==> config.mk <==
export PLATFORM = sky130hd
export DESIGN_NAME = checker_wipe_cell_scheduler_flat
export DESIGN_NICKNAME = d
export VERILOG_FILES = /design/src/rtl/cws_pkg.sv /design/src/rtl/cws_if.sv /design/src/rtl/checker_wipe_cell_scheduler.sv /design/src/flat_wrapper.sv
export SDC_FILE = /design/constraint.sdc
export NUM_CORES = 1
export LEC_CHECK = 0
export BUFFER_PORTS_ARGS = -buffer_cell sky130_fd_sc_hd__buf_2
export CAP_MARGIN = 10
export CORE_MARGIN = 2
export CORE_UTILIZATION = 53
export CTS_CLUSTER_SIZE = 28
export DETAILED_ROUTE_END_ITERATION = 7
export PLACE_DENSITY_LB_ADDON = 0.1
export SYNTH_ARGS = -nofsm -noshare
export SYNTH_HDL_FRONTEND = slang
export SYNTH_SLANG_ARGS = --single-unit
export TNS_END_PERCENT = 5
==> constraint.sdc <==
create_clock -name clk -period 12 [get_ports clk]
set_input_delay 1.2 -clock clk [delete_from_list [all_inputs] [get_ports clk]]
set_output_delay 1.2 -clock clk [all_outputs]
set_load 0.02 [all_outputs]
==> src/rtl/cws_pkg.sv <==
// Shared widths, register map and reset values of the checker wipe cell scheduler.
`default_nettype none

package cws_pkg;

    // Item field widths
    localparam int STEP_W  = 16;
    localparam int COORD_W = 12;
    localparam int PAINT_W = 13;
    localparam int CELL_W  = 8;
    localparam int COLOR_W = 8;

    // Configuration port
    localparam int APB_ADDR_W = 5;
    localparam int APB_DATA_W = 32;

    // Register indexes, byte address is 4 * index
    typedef enum logic [2:0] {
        REG_RECT_LEFT   = 3'd0,
        REG_RECT_TOP    = 3'd1,
        REG_RECT_WIDTH  = 3'd2,
        REG_RECT_HEIGHT = 3'd3,
        REG_FRAME_COUNT = 3'd4,
        REG_CELL_SIZE   = 3'd5,
        REG_FILL_COLOR  = 3'd6
    } cws_reg_t;

    // Register reset values
    localparam logic [COORD_W-1:0] RST_RECT_LEFT   = 12'd0;
    localparam logic [COORD_W-1:0] RST_RECT_TOP    = 12'd0;
    localparam logic [COORD_W-1:0] RST_RECT_WIDTH  = 12'd640;
    localparam logic [COORD_W-1:0] RST_RECT_HEIGHT = 12'd400;
    localparam logic [STEP_W-1:0]  RST_FRAME_COUNT = 16'd30;
    localparam logic [CELL_W-1:0]  RST_CELL_SIZE   = 8'd80;
    localparam logic [COLOR_W-1:0] RST_FILL_COLOR  = 8'd0;

endpackage

`default_nettype wire

==> src/rtl/cws_if.sv <==
// Valid/ready channels: frame step items in, paint rectangle items out.
`default_nettype none

interface cws_step_if;
    logic                        valid;
    logic                        ready;
    logic [cws_pkg::STEP_W-1:0]  frame_step;

    modport source (output valid, output frame_step, input ready);
    modport sink   (input valid, input frame_step, output ready);
endinterface

interface cws_paint_if;
    logic                         valid;
    logic                         ready;
    logic [cws_pkg::PAINT_W-1:0]  paint_x;
    logic [cws_pkg::PAINT_W-1:0]  paint_y;
    logic [cws_pkg::COORD_W-1:0]  paint_w;
    logic [cws_pkg::COORD_W-1:0]  paint_h;
    logic                         painted;
    logic                         last_of_step;

    modport source (output valid, output paint_x, output paint_y, output paint_w,
                    output paint_h, output painted, output last_of_step, input ready);
    modport sink   (input valid, input paint_x, input paint_y, input paint_w,
                    input paint_h, input painted, input last_of_step, output ready);
endinterface

`default_nettype wire

==> src/rtl/checker_wipe_cell_scheduler.sv <==
// Top level: checkered diagonal wipe scheduler with serial rank divider and cell scan.
//
// Each frame_step item yields the rectangles of all cells that fire at that step, in row
// order, the final one marked last_of_step; if none fires a single item with painted low
// comes out. The block works on one item at a time and takes the next once the last result
// sits in the output register. Per item it counts columns and rows by repeated subtraction,
// then for every rank r = 0 .. R (R = cols + rows - 2) runs one multiply step, a restoring
// divide of one quotient bit per cycle over a dividend of 16 + bits of 2 * (MAX_COLS +
// MAX_ROWS - 2) bits (21 at the default size) and one compare step, then scans one cell per
// cycle while the output does not stall. An empty grid or a zero frame count goes straight
// to the flush. Registers sit at byte addresses 4*i.
`default_nettype none

module checker_wipe_cell_scheduler #(
    parameter int MAX_COLS = 8,
    parameter int MAX_ROWS = 8
) (
    input  wire logic                           clk,
    input  wire logic                           rst_n,
    cws_step_if.sink                            step_in,
    cws_paint_if.source                         paint_out,
    input  wire logic                           psel,
    input  wire logic                           penable,
    input  wire logic                           pwrite,
    input  wire logic [cws_pkg::APB_ADDR_W-1:0] paddr,
    input  wire logic [cws_pkg::APB_DATA_W-1:0] pwdata,
    output logic      [cws_pkg::APB_DATA_W-1:0] prdata,
    output logic                                pready
);
    import cws_pkg::*;

    localparam int MAX_DIM  = (MAX_COLS > MAX_ROWS) ? MAX_COLS : MAX_ROWS;
    localparam int CNT_W    = $clog2(MAX_DIM + 1);
    localparam int RANK_MAX = MAX_COLS + MAX_ROWS - 2;
    localparam int RANK_N   = RANK_MAX + 1;
    localparam int RANK_W   = (RANK_N > 1) ? $clog2(RANK_N) : 1;
    localparam int NUM_W    = (RANK_MAX > 0) ? $clog2(2 * RANK_MAX + 1) : 1;
    localparam int PROD_W   = STEP_W + NUM_W;
    localparam int DCNT_W   = $clog2(PROD_W);

    typedef enum logic [2:0] {
        S_IDLE,
        S_COLS,
        S_ROWS,
        S_MUL,
        S_DIV,
        S_CMP,
        S_SCAN,
        S_FLUSH
    } state_t;

    // Configuration registers
    logic [COORD_W-1:0] rect_left_reg;
    logic [COORD_W-1:0] rect_top_reg;
    logic [COORD_W-1:0] rect_width_reg;
    logic [COORD_W-1:0] rect_height_reg;
    logic [STEP_W-1:0]  frame_count_reg;
    logic [CELL_W-1:0]  cell_size_reg;
    logic [COLOR_W-1:0] fill_color_reg;

    // Control and datapath registers
    state_t             state_reg;
    logic [STEP_W-1:0]  step_reg;
    logic [COORD_W-1:0] rem_reg;
    logic [CNT_W-1:0]   cnt_reg;
    logic [CNT_W-1:0]   cols_reg;
    logic [CNT_W-1:0]   rows_reg;
    logic [RANK_W-1:0]  r_reg;
    logic [PROD_W-1:0]  dq_reg;
    logic [NUM_W-1:0]   drem_reg;
    logic [DCNT_W-1:0]  dcnt_reg;
    logic [RANK_N-1:0]  match_reg;
    logic [CNT_W-1:0]   i_reg;
    logic [CNT_W-1:0]   j_reg;
    logic [COORD_W-1:0] x0_reg;
    logic [COORD_W-1:0] y0_reg;
    logic               hold_valid_reg;
    logic [PAINT_W-1:0] hold_x_reg;
    logic [PAINT_W-1:0] hold_y_reg;
    logic [COORD_W-1:0] hold_w_reg;
    logic [COORD_W-1:0] hold_h_reg;
    logic               out_valid_reg;
    logic [PAINT_W-1:0] out_x_reg;
    logic [PAINT_W-1:0] out_y_reg;
    logic [COORD_W-1:0] out_w_reg;
    logic [COORD_W-1:0] out_h_reg;
    logic               out_painted_reg;
    logic               out_last_reg;

    // Combinational helpers
    logic               cfg_wr;
    cws_reg_t           cfg_idx;
    logic [COORD_W-1:0] cell_ext;
    logic [STEP_W-1:0]  fm1;
    logic [RANK_W-1:0]  maxr;
    logic [NUM_W-1:0]   num;
    logic [NUM_W-1:0]   divisor;
    logic [PROD_W-1:0]  prod;
    logic [NUM_W:0]     trial;
    logic               q_bit;
    logic [NUM_W-1:0]   drem_next;
    logic               act_hit;
    logic               col_last;
    logic               row_last;
    logic [COORD_W-1:0] x_end;
    logic [COORD_W-1:0] y_end;
    logic [COORD_W-1:0] cur_w;
    logic [COORD_W-1:0] cur_h;
    logic [PAINT_W-1:0] cur_x;
    logic [PAINT_W-1:0] cur_y;
    logic [RANK_W-1:0]  cur_rank;
    logic               cur_hit;
    logic               out_free;
    logic               scan_stall;
    logic               out_load;

    // Configuration write and read
    assign cfg_wr  = psel && penable && pwrite;
    assign cfg_idx = cws_reg_t'(paddr[4:2]);
    assign pready  = 1'b1;

    always_ff @(posedge clk or negedge rst_n)
    begin
        if (!rst_n)
        begin
            rect_left_reg   <= RST_RECT_LEFT;
            rect_top_reg    <= RST_RECT_TOP;
            rect_width_reg  <= RST_RECT_WIDTH;
            rect_height_reg <= RST_RECT_HEIGHT;
            frame_count_reg <= RST_FRAME_COUNT;
            cell_size_reg   <= RST_CELL_SIZE;
            fill_color_reg  <= RST_FILL_COLOR;
        end
        else if (cfg_wr)
        begin
            unique case (cfg_idx)
                REG_RECT_LEFT:   rect_left_reg   <= pwdata[COORD_W-1:0];
                REG_RECT_TOP:    rect_top_reg    <= pwdata[COORD_W-1:0];
                REG_RECT_WIDTH:  rect_width_reg  <= pwdata[COORD_W-1:0];
                REG_RECT_HEIGHT: rect_height_reg <= pwdata[COORD_W-1:0];
                REG_FRAME_COUNT: frame_count_reg <= pwdata[STEP_W-1:0];
                REG_CELL_SIZE:   cell_size_reg   <= pwdata[CELL_W-1:0];
                REG_FILL_COLOR:  fill_color_reg  <= pwdata[COLOR_W-1:0];
                default:         ;
            endcase
        end
    end

    always_comb
    begin
        unique case (cfg_idx)
            REG_RECT_LEFT:   prdata = APB_DATA_W'(rect_left_reg);
            REG_RECT_TOP:    prdata = APB_DATA_W'(rect_top_reg);
            REG_RECT_WIDTH:  prdata = APB_DATA_W'(rect_width_reg);
            REG_RECT_HEIGHT: prdata = APB_DATA_W'(rect_height_reg);
            REG_FRAME_COUNT: prdata = APB_DATA_W'(frame_count_reg);
            REG_CELL_SIZE:   prdata = APB_DATA_W'(cell_size_reg);
            REG_FILL_COLOR:  prdata = APB_DATA_W'(fill_color_reg);
            default:         prdata = '0;
        endcase
    end

    // Grid geometry and rank activation math
    assign cell_ext   = COORD_W'(cell_size_reg);
    assign fm1        = frame_count_reg - STEP_W'(1);
    assign maxr       = RANK_W'({1'b0, cols_reg} + {1'b0, rows_reg} - (CNT_W + 1)'(2));
    assign num        = r_reg[0] ? (NUM_W'(maxr) + NUM_W'(r_reg)) : NUM_W'(r_reg);
    assign divisor    = NUM_W'({maxr, 1'b0});
    assign prod       = PROD_W'(fm1) * PROD_W'(num);

    // Restoring divide: one quotient bit per cycle
    assign trial     = {drem_reg, dq_reg[PROD_W-1]};
    assign q_bit     = (trial >= {1'b0, divisor});
    assign drem_next = q_bit ? NUM_W'(trial - {1'b0, divisor}) : trial[NUM_W-1:0];

    // Clamp quotient to the last frame and match against the step
    assign act_hit = (dq_reg > PROD_W'(fm1)) ? (fm1 == step_reg)
                                             : (dq_reg == PROD_W'(step_reg));

    // Current cell of the scan, trailing cells stretch to the edge
    assign col_last = (i_reg == cols_reg - CNT_W'(1));
    assign row_last = (j_reg == rows_reg - CNT_W'(1));
    assign x_end    = col_last ? rect_width_reg : (x0_reg + cell_ext);
    assign y_end    = row_last ? rect_height_reg : (y0_reg + cell_ext);
    assign cur_w    = x_end - x0_reg;
    assign cur_h    = y_end - y0_reg;
    assign cur_x    = {1'b0, rect_left_reg} + {1'b0, x0_reg};
    assign cur_y    = {1'b0, rect_top_reg} + {1'b0, y0_reg};
    assign cur_rank = RANK_W'({1'b0, i_reg} + {1'b0, j_reg});
    assign cur_hit  = match_reg[cur_rank];

    assign out_free   = !out_valid_reg || paint_out.ready;
    assign scan_stall = cur_hit && hold_valid_reg && !out_free;

    // A new output item enters from the scan or from the flush
    assign out_load = ((state_reg == S_SCAN) && !scan_stall && cur_hit && hold_valid_reg)
                      || ((state_reg == S_FLUSH) && out_free);

    // Ports
    assign step_in.ready          = (state_reg == S_IDLE);
    assign paint_out.valid        = out_valid_reg;
    assign paint_out.paint_x      = out_x_reg;
    assign paint_out.paint_y      = out_y_reg;
    assign paint_out.paint_w      = out_w_reg;
    assign paint_out.paint_h      = out_h_reg;
    assign paint_out.painted      = out_painted_reg;
    assign paint_out.last_of_step = out_last_reg;

    // Sequencer: count grid, rate each rank, scan cells, emit items
    always_ff @(posedge clk or negedge rst_n)
    begin
        if (!rst_n)
        begin
            state_reg       <= S_IDLE;
            step_reg        <= '0;
            rem_reg         <= '0;
            cnt_reg         <= '0;
            cols_reg        <= '0;
            rows_reg        <= '0;
            r_reg           <= '0;
            dq_reg          <= '0;
            drem_reg        <= '0;
            dcnt_reg        <= '0;
            match_reg       <= '0;
            i_reg           <= '0;
            j_reg           <= '0;
            x0_reg          <= '0;
            y0_reg          <= '0;
            hold_valid_reg  <= 1'b0;
            hold_x_reg      <= '0;
            hold_y_reg      <= '0;
            hold_w_reg      <= '0;
            hold_h_reg      <= '0;
            out_valid_reg   <= 1'b0;
            out_x_reg       <= '0;
            out_y_reg       <= '0;
            out_w_reg       <= '0;
            out_h_reg       <= '0;
            out_painted_reg <= 1'b0;
            out_last_reg    <= 1'b0;
        end
        else
        begin
            // Load a new output item, or drop the current one once taken
            if (out_load)
            begin
                out_valid_reg <= 1'b1;
            end
            else if (paint_out.ready)
            begin
                out_valid_reg <= 1'b0;
            end

            unique case (state_reg)
                S_IDLE:
                begin
                    if (step_in.valid)
                    begin
                        step_reg       <= step_in.frame_step;
                        rem_reg        <= rect_width_reg;
                        cnt_reg        <= '0;
                        hold_valid_reg <= 1'b0;
                        state_reg      <= S_COLS;
                    end
                end

                S_COLS:
                begin
                    if ((cell_size_reg != '0) && (rem_reg >= cell_ext)
                        && (cnt_reg != CNT_W'(MAX_COLS)))
                    begin
                        rem_reg <= rem_reg - cell_ext;
                        cnt_reg <= cnt_reg + CNT_W'(1);
                    end
                    else
                    begin
                        cols_reg  <= cnt_reg;
                        rem_reg   <= rect_height_reg;
                        cnt_reg   <= '0;
                        state_reg <= S_ROWS;
                    end
                end

                S_ROWS:
                begin
                    if ((cell_size_reg != '0) && (rem_reg >= cell_ext)
                        && (cnt_reg != CNT_W'(MAX_ROWS)))
                    begin
                        rem_reg <= rem_reg - cell_ext;
                        cnt_reg <= cnt_reg + CNT_W'(1);
                    end
                    else
                    begin
                        rows_reg <= cnt_reg;
                        r_reg    <= '0;
                        i_reg    <= '0;
                        j_reg    <= '0;
                        x0_reg   <= '0;
                        y0_reg   <= '0;
                        if ((cols_reg == '0) || (cnt_reg == '0) || (frame_count_reg == '0))
                        begin
                            state_reg <= S_FLUSH;
                        end
                        else
                        begin
                            state_reg <= S_MUL;
                        end
                    end
                end

                S_MUL:
                begin
                    if (maxr == '0)
                    begin
                        // Single cell grid fires at step zero
                        match_reg[0] <= (step_reg == '0);
                        state_reg    <= S_SCAN;
                    end
                    else
                    begin
                        dq_reg    <= prod;
                        drem_reg  <= '0;
                        dcnt_reg  <= '0;
                        state_reg <= S_DIV;
                    end
                end

                S_DIV:
                begin
                    dq_reg   <= {dq_reg[PROD_W-2:0], q_bit};
                    drem_reg <= drem_next;
                    dcnt_reg <= dcnt_reg + DCNT_W'(1);
                    if (dcnt_reg == DCNT_W'(PROD_W - 1))
                    begin
                        state_reg <= S_CMP;
                    end
                end

                S_CMP:
                begin
                    match_reg[r_reg] <= act_hit;
                    if (r_reg == maxr)
                    begin
                        state_reg <= S_SCAN;
                    end
                    else
                    begin
                        r_reg     <= r_reg + RANK_W'(1);
                        state_reg <= S_MUL;
                    end
                end

                S_SCAN:
                begin
                    if (!scan_stall)
                    begin
                        if (cur_hit)
                        begin
                            // Release the held item, hold the new one
                            if (hold_valid_reg)
                            begin
                                out_x_reg       <= hold_x_reg;
                                out_y_reg       <= hold_y_reg;
                                out_w_reg       <= hold_w_reg;
                                out_h_reg       <= hold_h_reg;
                                out_painted_reg <= 1'b1;
                                out_last_reg    <= 1'b0;
                            end
                            hold_valid_reg <= 1'b1;
                            hold_x_reg     <= cur_x;
                            hold_y_reg     <= cur_y;
                            hold_w_reg     <= cur_w;
                            hold_h_reg     <= cur_h;
                        end

                        // Advance the scan row by row
                        if (col_last)
                        begin
                            i_reg  <= '0;
                            x0_reg <= '0;
                            j_reg  <= j_reg + CNT_W'(1);
                            y0_reg <= y0_reg + cell_ext;
                            if (row_last)
                            begin
                                state_reg <= S_FLUSH;
                            end
                        end
                        else
                        begin
                            i_reg  <= i_reg + CNT_W'(1);
                            x0_reg <= x0_reg + cell_ext;
                        end
                    end
                end

                S_FLUSH:
                begin
                    if (out_free)
                    begin
                        out_last_reg  <= 1'b1;
                        if (hold_valid_reg)
                        begin
                            out_x_reg       <= hold_x_reg;
                            out_y_reg       <= hold_y_reg;
                            out_w_reg       <= hold_w_reg;
                            out_h_reg       <= hold_h_reg;
                            out_painted_reg <= 1'b1;
                        end
                        else
                        begin
                            out_x_reg       <= '0;
                            out_y_reg       <= '0;
                            out_w_reg       <= '0;
                            out_h_reg       <= '0;
                            out_painted_reg <= 1'b0;
                        end
                        hold_valid_reg <= 1'b0;
                        state_reg      <= S_IDLE;
                    end
                end

                default:
                begin
                    state_reg <= S_IDLE;
                end
            endcase
        end
    end

endmodule

`default_nettype wire

==> src/flat_wrapper.sv <==
// flat-port wrapper written by rule: the top's interface ports become plain ports
module checker_wipe_cell_scheduler_flat import cws_pkg::*;
#(
    parameter int MAX_COLS = 8,
    parameter int MAX_ROWS = 8
)
  (clk, rst_n, psel, penable, pwrite, paddr, pwdata, prdata, pready, step_in_valid, step_in_frame_step, step_in_ready, paint_out_valid, paint_out_paint_x, paint_out_paint_y, paint_out_paint_w, paint_out_paint_h, paint_out_painted, paint_out_last_of_step, paint_out_ready);
  cws_step_if step_in_i ();
  cws_paint_if paint_out_i ();
  input  wire logic clk;
  input  wire logic rst_n;
  input  wire logic psel;
  input  wire logic penable;
  input  wire logic pwrite;
  input  wire logic [cws_pkg::APB_ADDR_W-1:0] paddr;
  input  wire logic [cws_pkg::APB_DATA_W-1:0] pwdata;
  output logic      [cws_pkg::APB_DATA_W-1:0] prdata;
  output logic pready;
  input wire logic [$bits(step_in_i.valid)-1:0] step_in_valid;
  input wire logic [$bits(step_in_i.frame_step)-1:0] step_in_frame_step;
  output wire logic [$bits(step_in_i.ready)-1:0] step_in_ready;
  output wire logic [$bits(paint_out_i.valid)-1:0] paint_out_valid;
  output wire logic [$bits(paint_out_i.paint_x)-1:0] paint_out_paint_x;
  output wire logic [$bits(paint_out_i.paint_y)-1:0] paint_out_paint_y;
  output wire logic [$bits(paint_out_i.paint_w)-1:0] paint_out_paint_w;
  output wire logic [$bits(paint_out_i.paint_h)-1:0] paint_out_paint_h;
  output wire logic [$bits(paint_out_i.painted)-1:0] paint_out_painted;
  output wire logic [$bits(paint_out_i.last_of_step)-1:0] paint_out_last_of_step;
  input wire logic [$bits(paint_out_i.ready)-1:0] paint_out_ready;
  assign step_in_i.valid = step_in_valid;
  assign step_in_i.frame_step = step_in_frame_step;
  assign step_in_ready = step_in_i.ready;
  assign paint_out_valid = paint_out_i.valid;
  assign paint_out_paint_x = paint_out_i.paint_x;
  assign paint_out_paint_y = paint_out_i.paint_y;
  assign paint_out_paint_w = paint_out_i.paint_w;
  assign paint_out_paint_h = paint_out_i.paint_h;
  assign paint_out_painted = paint_out_i.painted;
  assign paint_out_last_of_step = paint_out_i.last_of_step;
  assign paint_out_i.ready = paint_out_ready;
  checker_wipe_cell_scheduler #(.MAX_COLS(MAX_COLS), .MAX_ROWS(MAX_ROWS)) u_core (.clk(clk), .rst_n(rst_n), .step_in(step_in_i), .paint_out(paint_out_i), .psel(psel), .penable(penable), .pwrite(pwrite), .paddr(paddr), .pwdata(pwdata), .prdata(prdata), .pready(pready));
endmodule
* Yosys cells after proc, flatten, opt, wreduce, memory -nomap -nowiden
Cells that the tools add are included.
** Cells by class
- Reductions and logical operators :: 54
- Add/sub/neg operators :: 20
- Multipliers :: 1
- Mux-type cells :: 96
- Eq/ne operators :: 34
- Order comparisons :: 6
- Bitwise gates (word level) :: 2
** Operators with widths (number)
- 2-to-1 mux 12 bit :: 20
- 2-to-1 mux 13 bit :: 10
- one-hot mux 16 bit (7 select lines) :: 1
- one-hot mux 12 bit (2 select lines) :: 4
- one-hot mux 13 bit (2 select lines) :: 2
- one-hot mux 21 bit (2 select lines) :: 1
- 2-to-1 mux 4 bit :: 9
- one-hot mux 12 bit (3 select lines) :: 1
- zero test 16 bit :: 2
- 2-to-1 mux 3 bit :: 10
- adder 12 x 12 -> 13 bit :: 2
- adder 12 x 8 -> 12 bit :: 2
- one-hot mux 3 bit (8 select lines) :: 1
- one-hot mux 4 bit (2 select lines) :: 3
- AND reduction 2 bit :: 12
- subtractor 12 bit :: 2
- == test 21 x 16 -> 1 bit :: 1
- == test 3 bit, second input constant :: 7
- > comparator 21 x 16 -> 1 bit :: 1
- multiplier 16 x 5 -> 21 bit :: 1
- 2-to-1 mux 21 bit :: 1
- one-hot mux 5 bit (2 select lines) :: 2
- 2-to-1 mux 1 bit :: 19
- adder 4 x 1 -> 4 bit, second input constant :: 4
- 41 further kinds :: 95
** Word-level totals
- Output and inout port bits :: 87
- Bits of input ports :: 60
- Word-level logic and storage cells :: 248
- Register bits :: 309

* Logic depth before layout (Yosys ltp)
Gate-level depths: netlist of run 1.
- Depth after elaboration :: 11
- Mapped depth :: 29
- Gate-level depth less buffers :: 29

* Least setup slack after synthesis of run 1
OpenSTA, ideal clock, no wires.
- Path kind :: register to register
- From :: register u_core.rows_reg[1]
- To :: register u_core.dq_reg[18]
- Arrival time :: 6248 ps
- Required time :: 11917 ps
- Setup time :: 83 ps
- Setup slack :: 5669 ps
- Buffers on the path :: 1
- Stages on the path, launching flop included :: 28
- Period minus slack after synthesis :: 6331 ps
- Cell sequence :: dfrtp_1 > inv_1 > ha_1 > inv_1 > ha_1 > inv_1 > fa_1 > xor2_1 > xor2_1 > ha_1 > o21a_1 > o21ai_1 > clkbuf_1 > nor2_1 > fa_1 > fa_1 > inv_1 > fa_1 > inv_1 > ha_1 > or3_1 > o21bai_1 > a31o_2 > a21oi_1 > a31oi_1 > o21ai_0 > mux2_2 > o21ai_0
** On the way
- Longest elaborated chain between the ends :: 7
- Elaborated cells on any way between the ends :: 10
- Those cells by class :: add/sub (3); mul (1); eq/ne (1); mux (3); reduce/logical (2)
** Ends and longest elaborated chain
- start, declared :: RTL line checker_wipe_cell_scheduler.sv:67 : logic [CNT_W-1:0] rows_reg;
- start signal, assigned :: RTL line checker_wipe_cell_scheduler.sv:294 : rows_reg <= cnt_reg;
- adder 4 bit * :: RTL line checker_wipe_cell_scheduler.sv:166 : assign maxr = RANK_W'({1'b0, cols_reg} + {1'b0, rows_reg} - (CNT_W + 1)'(2));
- subtractor 4 x 2 -> 4 bit * :: RTL line checker_wipe_cell_scheduler.sv:166
- adder 4 x 4 -> 5 bit :: RTL line checker_wipe_cell_scheduler.sv:167 : assign num = r_reg[0] ? (NUM_W'(maxr) + NUM_W'(r_reg)) : NUM_W'(r_reg);
- 2-to-1 mux 5 bit :: RTL line checker_wipe_cell_scheduler.sv:167
- multiplier 16 x 5 -> 21 bit :: RTL line checker_wipe_cell_scheduler.sv:169 : assign prod = PROD_W'(fm1) * PROD_W'(num);
- 2-to-1 mux 21 bit :: RTL line checker_wipe_cell_scheduler.sv:313 : if (maxr == '0)
- one-hot mux 21 bit (2 select lines) :: RTL line checker_wipe_cell_scheduler.sv:254 : unique case (state_reg)
- end signal, assigned :: RTL line checker_wipe_cell_scheduler.sv:321 : dq_reg <= prod;
- end signal, assigned :: RTL line checker_wipe_cell_scheduler.sv:330 : dq_reg <= {dq_reg[PROD_W-2:0], q_bit};
- end, declared :: RTL line checker_wipe_cell_scheduler.sv:69 : logic [PROD_W-1:0] dq_reg;
Mark *: on every way between the ends. The rest lies on a longest branch, timed or not. The select of a mux whose other input is x is not followed.
A chain may end at the register's enable or synchronous reset.

* Final worst setup path of run 1
- From :: register u_core.cols_reg[1]
- To :: register u_core.dq_reg[20]
** On the way
- Longest elaborated chain between the ends :: 7
- Elaborated cells on any way between the ends :: 10
- Those cells by class :: add/sub (3); mul (1); eq/ne (1); mux (3); reduce/logical (2)
** Ends and longest elaborated chain
- start, declared :: RTL line checker_wipe_cell_scheduler.sv:66 : logic [CNT_W-1:0] cols_reg;
- start signal, assigned :: RTL line checker_wipe_cell_scheduler.sv:277 : cols_reg <= cnt_reg;
- adder 4 bit * :: RTL line checker_wipe_cell_scheduler.sv:166
- subtractor 4 x 2 -> 4 bit * :: RTL line checker_wipe_cell_scheduler.sv:166
- adder 4 x 4 -> 5 bit :: RTL line checker_wipe_cell_scheduler.sv:167
- 2-to-1 mux 5 bit :: RTL line checker_wipe_cell_scheduler.sv:167
- multiplier 16 x 5 -> 21 bit :: RTL line checker_wipe_cell_scheduler.sv:169
- 2-to-1 mux 21 bit :: RTL line checker_wipe_cell_scheduler.sv:313
- one-hot mux 21 bit (2 select lines) :: RTL line checker_wipe_cell_scheduler.sv:254
Marks and branches as above.

==> results of run 1 <==
## cell type report
type	instances	area [µm²]	share of cell area [%]
sequential	309	7750	33.6
tap	518	648	2.81
clock buffer	50	1070	4.63
timing repair buffer	139	788	3.42
inverter	171	642	2.78
multi-input combinational	1553	12000	51.8
clock inverter	17	216	0.939
## through the flow
stage          util, %  hold slack, ps  power [mW]  instance area (µm²)
4_1_cts           59.8             484        6.60                23000
6_report          59.8             478        6.60                23100
5_1_grt           59.8             495        7.12                23100
2_1_floorplan        -             444        4.28                20700
3_5_place_dp      56.4             469        5.37                21800
3_3_place_gp      56.4             454        5.27                21800
## cells in the mapped netlist (9+ instances only)
library cell    n
dfrtp_1       298
inv_1         171
a22o_1         63
mux4_2         11
buf_4          18
nor3_1         38
mux2_2        105
or2_2          10
or3_1          13
a21boi_0        9
o21ai_0       167
o31ai_1        11
a22oi_1        21
xnor2_1        64
fa_1           53
mux2i_1        26
nand4_1        12
a21o_1         27
nand2b_1       28
nand3_1        32
nand2_1       184
dfstp_2        11
nor4_1         18
o21bai_1       14
nor2_1        153
mux2_1         14
nor2b_1        21
a222oi_1        9
a31oi_1        22
and3_1         14
ha_1          145
clkbuf_1       75
xor2_1         54
a21oi_1        80
## power by group through the flow
stage / clock [mW] / sequential, mW / combinational (mW)
after floorplan: 0 / 1.68 / 2.60
after global placement: 0 / 1.76 / 3.51
after detailed placement: 0 / 1.77 / 3.60
after CTS: 1.22 / 1.75 / 3.63
after global routing: 1.26 / 1.80 / 4.06
final: 1.20 / 1.76 / 3.64
## logic make-up (layout without fill, tap and decap cells)
kind of cell    Yosys count  after routing  share of synthesized area, %
xor+xnor                122            122                          5.44
mux                     156            156                          8.94
other cells               2             17                        0.0363
flops                   309            309                          37.5
fa+ha+maj               198            198                          13.9
compound gates          498            498                          16.0
simple gates            562            562                          13.0
buf+inv                 270            377                          5.26
## worst max path at each step
stage / depth (start not counted) / from / endpoint / slack [ps]
2_1_floorplan: 27 / u_core.rows_reg[1]$_DFFE_PN0P_ / u_core.dq_reg[18]$_DFFE_PN0P_ / 5670
3_3_place_gp: 26 / u_core.cols_reg[1]$_DFFE_PN0P_ / u_core.dq_reg[18]$_DFFE_PN0P_ / 4940
3_5_place_dp: 26 / u_core.cols_reg[1]$_DFFE_PN0P_ / u_core.dq_reg[20]$_DFFE_PN0P_ / 4920
4_1_cts: 26 / u_core.cols_reg[1]$_DFFE_PN0P_ / u_core.dq_reg[18]$_DFFE_PN0P_ / 4890
5_1_grt: 26 / u_core.rows_reg[1]$_DFFE_PN0P_ / u_core.dq_reg[18]$_DFFE_PN0P_ / 4410
6_report: 26 / u_core.cols_reg[1]$_DFFE_PN0P_ / u_core.dq_reg[20]$_DFFE_PN0P_ / 4830
## critical path: stages, from the launching register on
cell and delay, ps:
dfrtp_1 370, inv_1 110, ha_1 240, inv_1 60, ha_1 140, inv_1 50
fa_1 530, inv_1 100, ha_1 340, xor2_1 160, nor2_1 60, a21oi_2 780
or2_2 260, fa_1 430, fa_1 540, fa_1 560, inv_1 40, ha_1 320
a21o_1 130, a21oi_1 100, o21bai_1 170, a31o_2 240, a21oi_1 110, a31oi_1 290
o21ai_0 190, or4b_2 660, nand3_1 100
## layer usage
metal / wire, µm / share of wire, %
met1: 25100 / 45
met2: 26000 / 46
met3: 3330 / 5.9
met4: 1680 / 3.0
met5: 0 / 0
==> summary.txt, run 1 <==
Routing
  – 1st-iter DRT viols: 1185
  – Final wirelength: 56000 µm
  – Post-DR vias/cell: 5.92
  – TritonRoute pass-1 iters: 8
  – Via count: 16318
  – WL per Instance: between 20 and 25 µm
  – # DRC: 0
  – Final ANT Viol Nets: 0

Placement
  – GPL Wtd Cong: approximately 0.93
  – Pre-CTS setup slack: 4920 ps
  – Detailed Place HPWL: about 41000 µm
  – DP Cell Count: between 2000 and 3000
  – Input/output buffers: approximately 110

GRT
  – Total track usage: 28.0%
  – Number of global-route vias before repair: 16202
  – GR Layer Usage met3: 3.92%
  – Initial antenna violation count: 0
  – Grt total ovfl: 0
  – First-pass GRT wire length: 89900 µm
  – Global-route met1 utilization: 39.3%
  – Pin count of the biggest net entering global routing: 105
  – Layer with the highest usage: met2
  – Met2 Use GR: 45.1%

Pwr
  – Max VDD drop: 150 µV
  – Clock power share: about 18%
  – Sw Pwr: 2.98 mW
  – Pint: 3.62 mW
  – Combinational Power Share: 55.1%
  – Register share of total power: 26.7%
  – Static leakage: 10.9 nW
  – Sw Ratio: a little under half
  – PD cells: 286 nW/µm²

Critical path
  – CP startpoint kind: flop
  – Worst EP arrival: roughly 7600 ps
  – Critical setup path kind: reg2reg
  – Critical Path Fanout Max: 16
  – FF-to-FF setup slack: between 4000 and 5000 ps
  – Crit path capture type: flop
  – CP required: roughly 12000 ps
  – FF-to-FF path depth: 26
  – Worst reg2reg path endpoint: u_core.dq_reg[20]$_DFFE_PN0P_
  – RR Startpoint: u_core.cols_reg[1]$_DFFE_PN0P_

Synthesis
  – Cells after Synth: 2117
  – Number of synthesized flops with an enable pin: 0
  – Synth warnings: 0
  – Post-synthesis register bit count: 309
  – Synth area leader: dfrtp_1
  – Seq/Total Area, Yosys: a little under two fifths
  – Share of the synthesized area in the top cell type: 36.1%
  – Synth cell types: 80
  – Largest cells by area after synthesis: dfrtp_1 36%, ha_1 8.8%, mux2_2 5.7%
  – Main synth FF type: dfrtp_1
  – Syn Area/Cell: 9.77 µm²
  – Asr flop ratio synth: 100%
  – Synthesized cell area: approximately 21000 µm²

Timing
  – Number of hold violations in the final report: 0
  – Fin Setup TNS: 0 ps
  – Final worst setup slack: 4830 ps
  – Achievable frequency: ~140 MHz
  – Pins Over Slew Limit: 0
  – Crit share post-route: around three fifths
  – Worst relative slew slack: 15.5%
  – Setup Skew: ~15 ps
  – Final setup violation count: 0
  – RSZ-0062 raised after global routing: no
  – Min cycle time layout: 7170 ps
  – Worst slew pin tran: 1260 ps

Clocking
  – CTS root buf: clkbuf_16
  – Worst-Skew Late Latency: 560 ps
  – Clock Path Buffers: 3
  – Cts hold-fix bufs: 0
  – Post-CTS sizing: 0
  – Worst-path clk slew: ~60 ps
  – H-tree levels: 2
  – CTS Sinks: 309
  – CTS Buf Count: 37
  – CTS tree: yes
  – Postcts setup bufs: 0

Floorplan
  – FP Rows: 72
  – Die area: 40600 µm²
  – Starting density of the core: 53.6%
  – I/O Pins: between 100 and 150
  – Die Ht: 202 µm
  – Die width: 202 µm
  – Core Area: 38600 µm²

Hold path
  – Hold Crit Endpoint: u_core.paint_out.last_of_step$_DFFE_PN0P_
  – Hold Path Stages: 2
  – HP Start: u_core.paint_out.last_of_step$_DFFE_PN0P_
  – Worst min-delay path class: reg2reg

Layout
  – Antenna diode count: 0
  – Syn-to-layout area delta: 11.5%
  – Most frequent cells in the layout: 298 x dfrtp_1, 183 x nand2_1, 171 x inv_1
  – Fin nets: approximately 2500
  – Fillcell total: between 3000 and 4000
  – Layout cell share with drive strength beyond 1: 16.4%
  – Number of flip-flops in the largest register: 21
  – Post-Layout Cell Count: 2757
  – Most common cell after layout, fill and taps aside: dfrtp_1

Flow run
  – Max-cap violations: 0

Status
  – Status: finished clean
Power figures use the tool's default switching activity.
==> run 2: changes to the inputs <==
==> constraint.sdc (replaced) <==
create_clock -name clk -period 7.02 [get_ports clk]
set_input_delay 0.702 -clock clk [delete_from_list [all_inputs] [get_ports clk]]
set_output_delay 0.702 -clock clk [all_outputs]
set_load 0.02 [all_outputs]
==> run 2 against run 1 <==
Against the previous run:
- core utilization increased by 0.24 points
- sequential power grew 72%
- cell count increased by 0.36%
- register-to-register slack worse by 4600 ps
- setup slack got worse by 4600 ps
- non-clock buffer count increased by 12
- die area unchanged
==> summary.txt, run 2 (synthesis results as in run 1) <==
Status
  – Status: finished clean

Routing
  – Post-DR vias/cell: 5.91
  – Final ANT Viol Nets: 0
  – # DRC: 0
  – TritonRoute pass-1 iters: 5
  – Final wirelength: 55800 µm
  – Via count: 16347
  – WL per Instance: 20.2 µm
  – 1st-iter DRT viols: 1210

Layout
  – Fin nets: 2480
  – Final core utilization: 60.1%
  – Antenna diode count: 0
  – Fillcell total: 3342
  – Most common cell after layout, fill and taps aside: dfrtp_1
  – Area of the multi-input gates: between 10000 and 15000 µm²
  – Post-route cell area: 23200 µm²
  – Layout cell share with drive strength beyond 1: 16.6%
  – FF/Latch Area: 7750 µm²
  – Number of flip-flops in the largest register: 21
  – Most frequent cells in the layout: 298 x dfrtp_1, 183 x nand2_1, 171 x inv_1
  – Syn-to-layout area delta: 12.0%
  – Post-Layout Cell Count: 2767

Floorplan
  – FP Rows: 72
  – Die width: 202 µm
  – Die Ht: 202 µm
  – Die area: 40600 µm²
  – Core Area: 38600 µm²
  – I/O Pins: approximately 150
  – Starting density of the core: about 54%

Timing
  – Pins Over Slew Limit: 0
  – Final setup violation count: 0
  – Crit share post-route: 97.0%
  – Worst relative slew slack: 21.0%
  – Achievable frequency: 147 MHz
  – Final worst setup slack: between 200 and 250 ps
  – Number of hold violations in the final report: 0
  – Setup Skew: 23.2 ps
  – Fin Setup TNS: 0 ps
  – Fin Hold WS: around 90 ps
  – Min cycle time layout: around 6800 ps
  – Worst slew pin tran: 1180 ps

GRT
  – Pin count of the biggest net entering global routing: 172
  – First-pass GRT wire length: between 80000 and 90000 µm
  – Number of global-route vias before repair: 16153
  – Initial antenna violation count: 0
  – Grt total ovfl: 0
  – Total track usage: 27.7%

Clocking
  – H-tree levels: 2
  – Worst-Skew Late Latency: 550 ps
  – Clock Path Buffers: 3
  – Cts hold-fix bufs: 0
  – CTS root buf: clkbuf_16
  – CTS Buf Count: 36
  – CTS Sinks: about 300
  – CTS tree: yes
  – Worst-path clk slew: 60 ps

Critical path
  – Family with the most delay on the worst path: adder cells
  – Critical setup path kind: reg2reg
  – Max incr delay on CP: 660 ps
  – CP startpoint kind: flop
  – CP required: 7490 ps
  – WP buf/inv: 5
  – Critical path's slowest cell: or4b_2
  – Worst EP arrival: 7280 ps
  – Crit path capture type: flop
  – Critical Path Fanout Max: 15

Placement
  – Detailed Place HPWL: around 42000 µm
  – Pre-CTS setup slack: 186 ps
  – GPL Wtd Cong: roughly 0.92
  – DP Area: 21800 µm²
  – DP Cell Count: 2699
  – Input/output buffers: 111

Hold path
  – Worst min-delay path class: in2async

Pwr
  – Max VDD drop: between 200 and 250 µV
  – Static leakage: 11.0 nW
  – PD cells: 489 nW/µm²
  – Total Power: between 10 and 15 mW

Flow run
  – Max-cap violations: 0
run 2: area by class of cell:
class                   count  share of cell area [%]
multi-input cells        1553                    51.6
flip-flops and latches    309                    33.5
clock buffers              51                    4.49
repair buffers            151                    3.88
well taps                 518                    2.80
inverters                 171                    2.77
clock inverters            14                    1.01
run 2: timing repair:
item                                    4_1_cts  5_1_grt
endpoints found under the setup margin        0        5
setup buffers                                 0        2
resized for setup                             0        5
run 2: final timing paths:
path,slack [ps],depth (start not counted),start,end
min in group clk,370,3,step_in_frame_step[6],u_core.step_reg[6]$_DFFE_PN0P_
max in group asynchronous,5540,2,rst_n,u_core.frame_count_reg[13]$_DFFE_PN0P_
min reg2reg,480,2,u_core.paint_out.last_of_step$_DFFE_PN0P_,u_core.paint_out.last_of_step$_DFFE_PN0P_
max,210,27,u_core.cols_reg[1]$_DFFE_PN0P_,u_core.dq_reg[20]$_DFFE_PN0P_
max reg2reg,210,27,u_core.cols_reg[1]$_DFFE_PN0P_,u_core.dq_reg[20]$_DFFE_PN0P_
min,90,1,rst_n,u_core.paint_out.paint_x[2]$_DFFE_PN0P_
run 2: layer usage:
metal / vias to the layer above / track usage, % / wire length [µm]
li1: 7673 / - / -
met1: 8006 / 37.5 / 24400
met2: 532 / 43.7 / 25200
met3: 136 / 6.20 / 4040
met4: 0 / 10.7 / 2190
met5: - / 0 / 0
run 2: where the power goes:
part	switching [mW]	total (mW)	internal (mW)
registers	0.657	3.02	2.36
logic	3.64	6.30	2.66
clock network	0.789	2.02	1.23
total	5.08	11.3	6.25
==> run 3: changes to the inputs <==
--- a/config.mk
+++ b/config.mk
@@ -5,6 +5,7 @@
 export SDC_FILE = /design/constraint.sdc
 export NUM_CORES = 1
 export LEC_CHECK = 0
+export ABC_AREA = 1
 export BUFFER_PORTS_ARGS = -buffer_cell sky130_fd_sc_hd__buf_2
 export CAP_MARGIN = 10
 export CORE_MARGIN = 2
==> run 3 against run 2 <==
Against the previous run:
- synthesized cell count grew 26%
- first-iteration DRC count grew 51%
- routed wire length up 7.4%
- sequential cell count stayed put
- maximum frequency up 3.9%
- area after synthesis grew 0.93%
==> summary.txt, run 3 <==
Routing
  – WL per Instance: 18.1 µm
  – Via count: 18442
  – Post-DR vias/cell: 5.56
  – TritonRoute pass-1 iters: 5
  – 1st-iter DRT viols: 1828
  – Final wirelength: 60000 µm
  – # DRC: 0
  – Final ANT Viol Nets: 0

Synthesis
  – Number of synthesized flops with an enable pin: 0
  – Seq/Total Area, Yosys: 37.1%
  – Synthesized cell area: 20900 µm²
  – Share of the synthesized area in the top cell type: ~36%
  – Synth cell types: just under 60
  – Synth cell count leaders: 637 x nand2_1, 343 x inv_1, 298 x dfrtp_1, 287 x o21ai_0, 202 x nor2_1
  – Cells after Synth: 2666
  – Most common cell in the netlist: nand2_1
  – Largest cells by area after synthesis: dfrtp_1 36%, nand2_1 11%, ha_1 8.7%
  – Synth area leader: dfrtp_1
  – Syn Area/Cell: 7.83 µm²
  – Post-synthesis register bit count: about 310
  – Asr flop ratio synth: 100%
  – Synth warnings: 0
  – Main synth FF type: dfrtp_1

Timing
  – Worst slew pin tran: 1070 ps
  – RSZ-0062 raised after global routing: no
  – Min cycle time layout: 6550 ps
  – Achievable frequency: between 150 and 200 MHz
  – Worst relative slew slack: ~28%
  – Fin Hold WS: 143 ps
  – Fin Setup TNS: 0 ps
  – Pins Over Slew Limit: 0
  – Final setup violation count: 0
  – Number of hold violations in the final report: 0
  – Crit share post-route: 93.3%
  – Setup Skew: around 25 ps

Clocking
  – CTS root buf: clkbuf_16
  – Cts hold-fix bufs: 0
  – Worst-Skew Late Latency: around 570 ps
  – Clock Path Buffers: 3
  – H-tree levels: 2
  – Postcts setup bufs: 0
  – CTS tree: yes
  – CTS Sinks: 309
  – Worst-path clk slew: ~60 ps
  – CTS Buf Count: 37

Pwr
  – PD cells: 473 nW/µm²
  – Static leakage: between 10 and 15 nW
  – Max VDD drop: 245 µV
  – Total Power: 11.0 mW

Placement
  – DP Area: 22000 µm²
  – DP Cell Count: 3251
  – GPL Wtd Cong: 0.958
  – Detailed Place HPWL: 46100 µm
  – Input/output buffers: 111

Critical path
  – RR Startpoint: u_core.rows_reg[1]$_DFFE_PN0P_
  – Cell mode on critical path: inv_1
  – Critical setup path kind: reg2reg
  – FF-to-FF path depth: 31
  – Worst EP arrival: about 7000 ps
  – Worst reg2reg path endpoint: u_core.dq_reg[18]$_DFFE_PN0P_
  – FF-to-FF setup slack: approximately 470 ps
  – CP startpoint kind: flop
  – Setup crit start: u_core.rows_reg[1]$_DFFE_PN0P_
  – Critical Path Fanout Max: 5
  – CP required: 7470 ps
  – Max incr delay on CP: between 500 and 600 ps
  – Crit path capture type: flop
  – Critical path's slowest cell: fa_1

GRT
  – Initial antenna violation count: 1
  – Number of global-route vias before repair: 18104
  – Grt total ovfl: 0
  – Pin count of the biggest net entering global routing: 136
  – Total track usage: 29.9%
  – First-pass GRT wire length: roughly 97000 µm

Layout
  – Post-route cell area: 23200 µm²
  – Most common cell after layout, fill and taps aside: nand2_1
  – Syn-to-layout area delta: 11.4%
  – Fin nets: 3030
  – Most frequent cells in the layout: 636 x nand2_1, 343 x inv_1, 298 x dfrtp_1
  – Layout cell share with drive strength beyond 1: 9.90%
  – Number of flip-flops in the largest register: 21
  – Post-Layout Cell Count: 3319

Floorplan
  – I/O Pins: 147
  – Starting density of the core: 53.9%
  – Core Area: 38700 µm²
  – Die Ht: between 200 and 250 µm
  – Die area: 41000 µm²
  – FP Rows: 72
  – Die width: 202 µm

Status
  – Status: finished clean

Hold path
  – Worst min-delay path class: in2async

Flow run
  – Max-cap violations: 0
==> run 3: cell type report <==
type                            count  area (µm²)
Clock buffer                       55        1080
Clock inverter                     10         179
Fill cell                        3591       15500
Timing Repair Buffer              148         856
Sequential cell                   309        7750
Multi-Input combinational cell   1924       11400
Antenna cell                        3        7.51
Tap cell                          518         648
Inverter                          352        1320
==> run 3: worst max-delay path by stage <==
stage | end | slack (ps) | depth (start not counted)
2_1_floorplan | u_core.dq_reg[18]$_DFFE_PN0P_ | 960 | 29
3_3_place_gp | u_core.dq_reg[18]$_DFFE_PN0P_ | 510 | 31
3_5_place_dp | u_core.dq_reg[16]$_DFFE_PN0P_ | 520 | 32
4_1_cts | u_core.dq_reg[16]$_DFFE_PN0P_ | 490 | 32
5_1_grt | u_core.dq_reg[17]$_DFFE_PN0P_ | 6 | 33
6_report | u_core.dq_reg[18]$_DFFE_PN0P_ | 470 | 31
==> run 3: what timing repair did <==
item	in CTS	in global routing
endpoints found under the hold margin	0	0
resized for setup	0	3
setup endpoints to repair	0	3
==> run 3: stage by stage <==
stage | worst slack, ps | util [%]
floorplan | 962 | -
global placement | 509 | 56.7
finish | 469 | 60.0
global route | 6.13 | 60.0
CTS | 490 | 60.0
detailed placement | 516 | 56.7
==> run 3: power breakdown <==
part,internal (mW),switching (mW)
clock network,1.22,0.802
logic,2.16,3.96
registers,2.35,0.498
==> run 3: cells by family (layout without fill, tap and decap cells) <==
group                      Yosys count  in the layout  synth area share [%]
AOI/OAI and AO/OA                  531            531                  14.4
xor gates and xnor gates            98             98                  4.54
and+or+nand+nor                   1080           1080                  21.6
DFF                                309            309                  37.1
buffers and inverters              448            565                  8.56
adders and majority gates          198            198                  13.8
other                                2             20                0.0360
==> run 3: worst max-delay path, delay by kind of cell, from the launching register on <==
| kind | cells | cell delay [ps] |
|---|---|---|
| buf+inv | 9 | 890 |
| flops | 1 | 380 |
| fa+ha+maj | 8 | 3100 |
| xor+xnor | 1 | 120 |
| compound gates | 7 | 1190 |
| simple gates | 6 | 770 |
==> run 3: per-layer routing <==
| metal | GRT usage [%] | wire length, µm | up-vias |
|---|---|---|---|
| li1 | - | - | 8897 |
| met1 | 44.3 | 28400 | 8834 |
| met2 | 43.8 | 25300 | 607 |
| met3 | 6.47 | 4670 | 104 |
| met4 | 9.07 | 1640 | 0 |
| met5 | 0 | 0 | - |
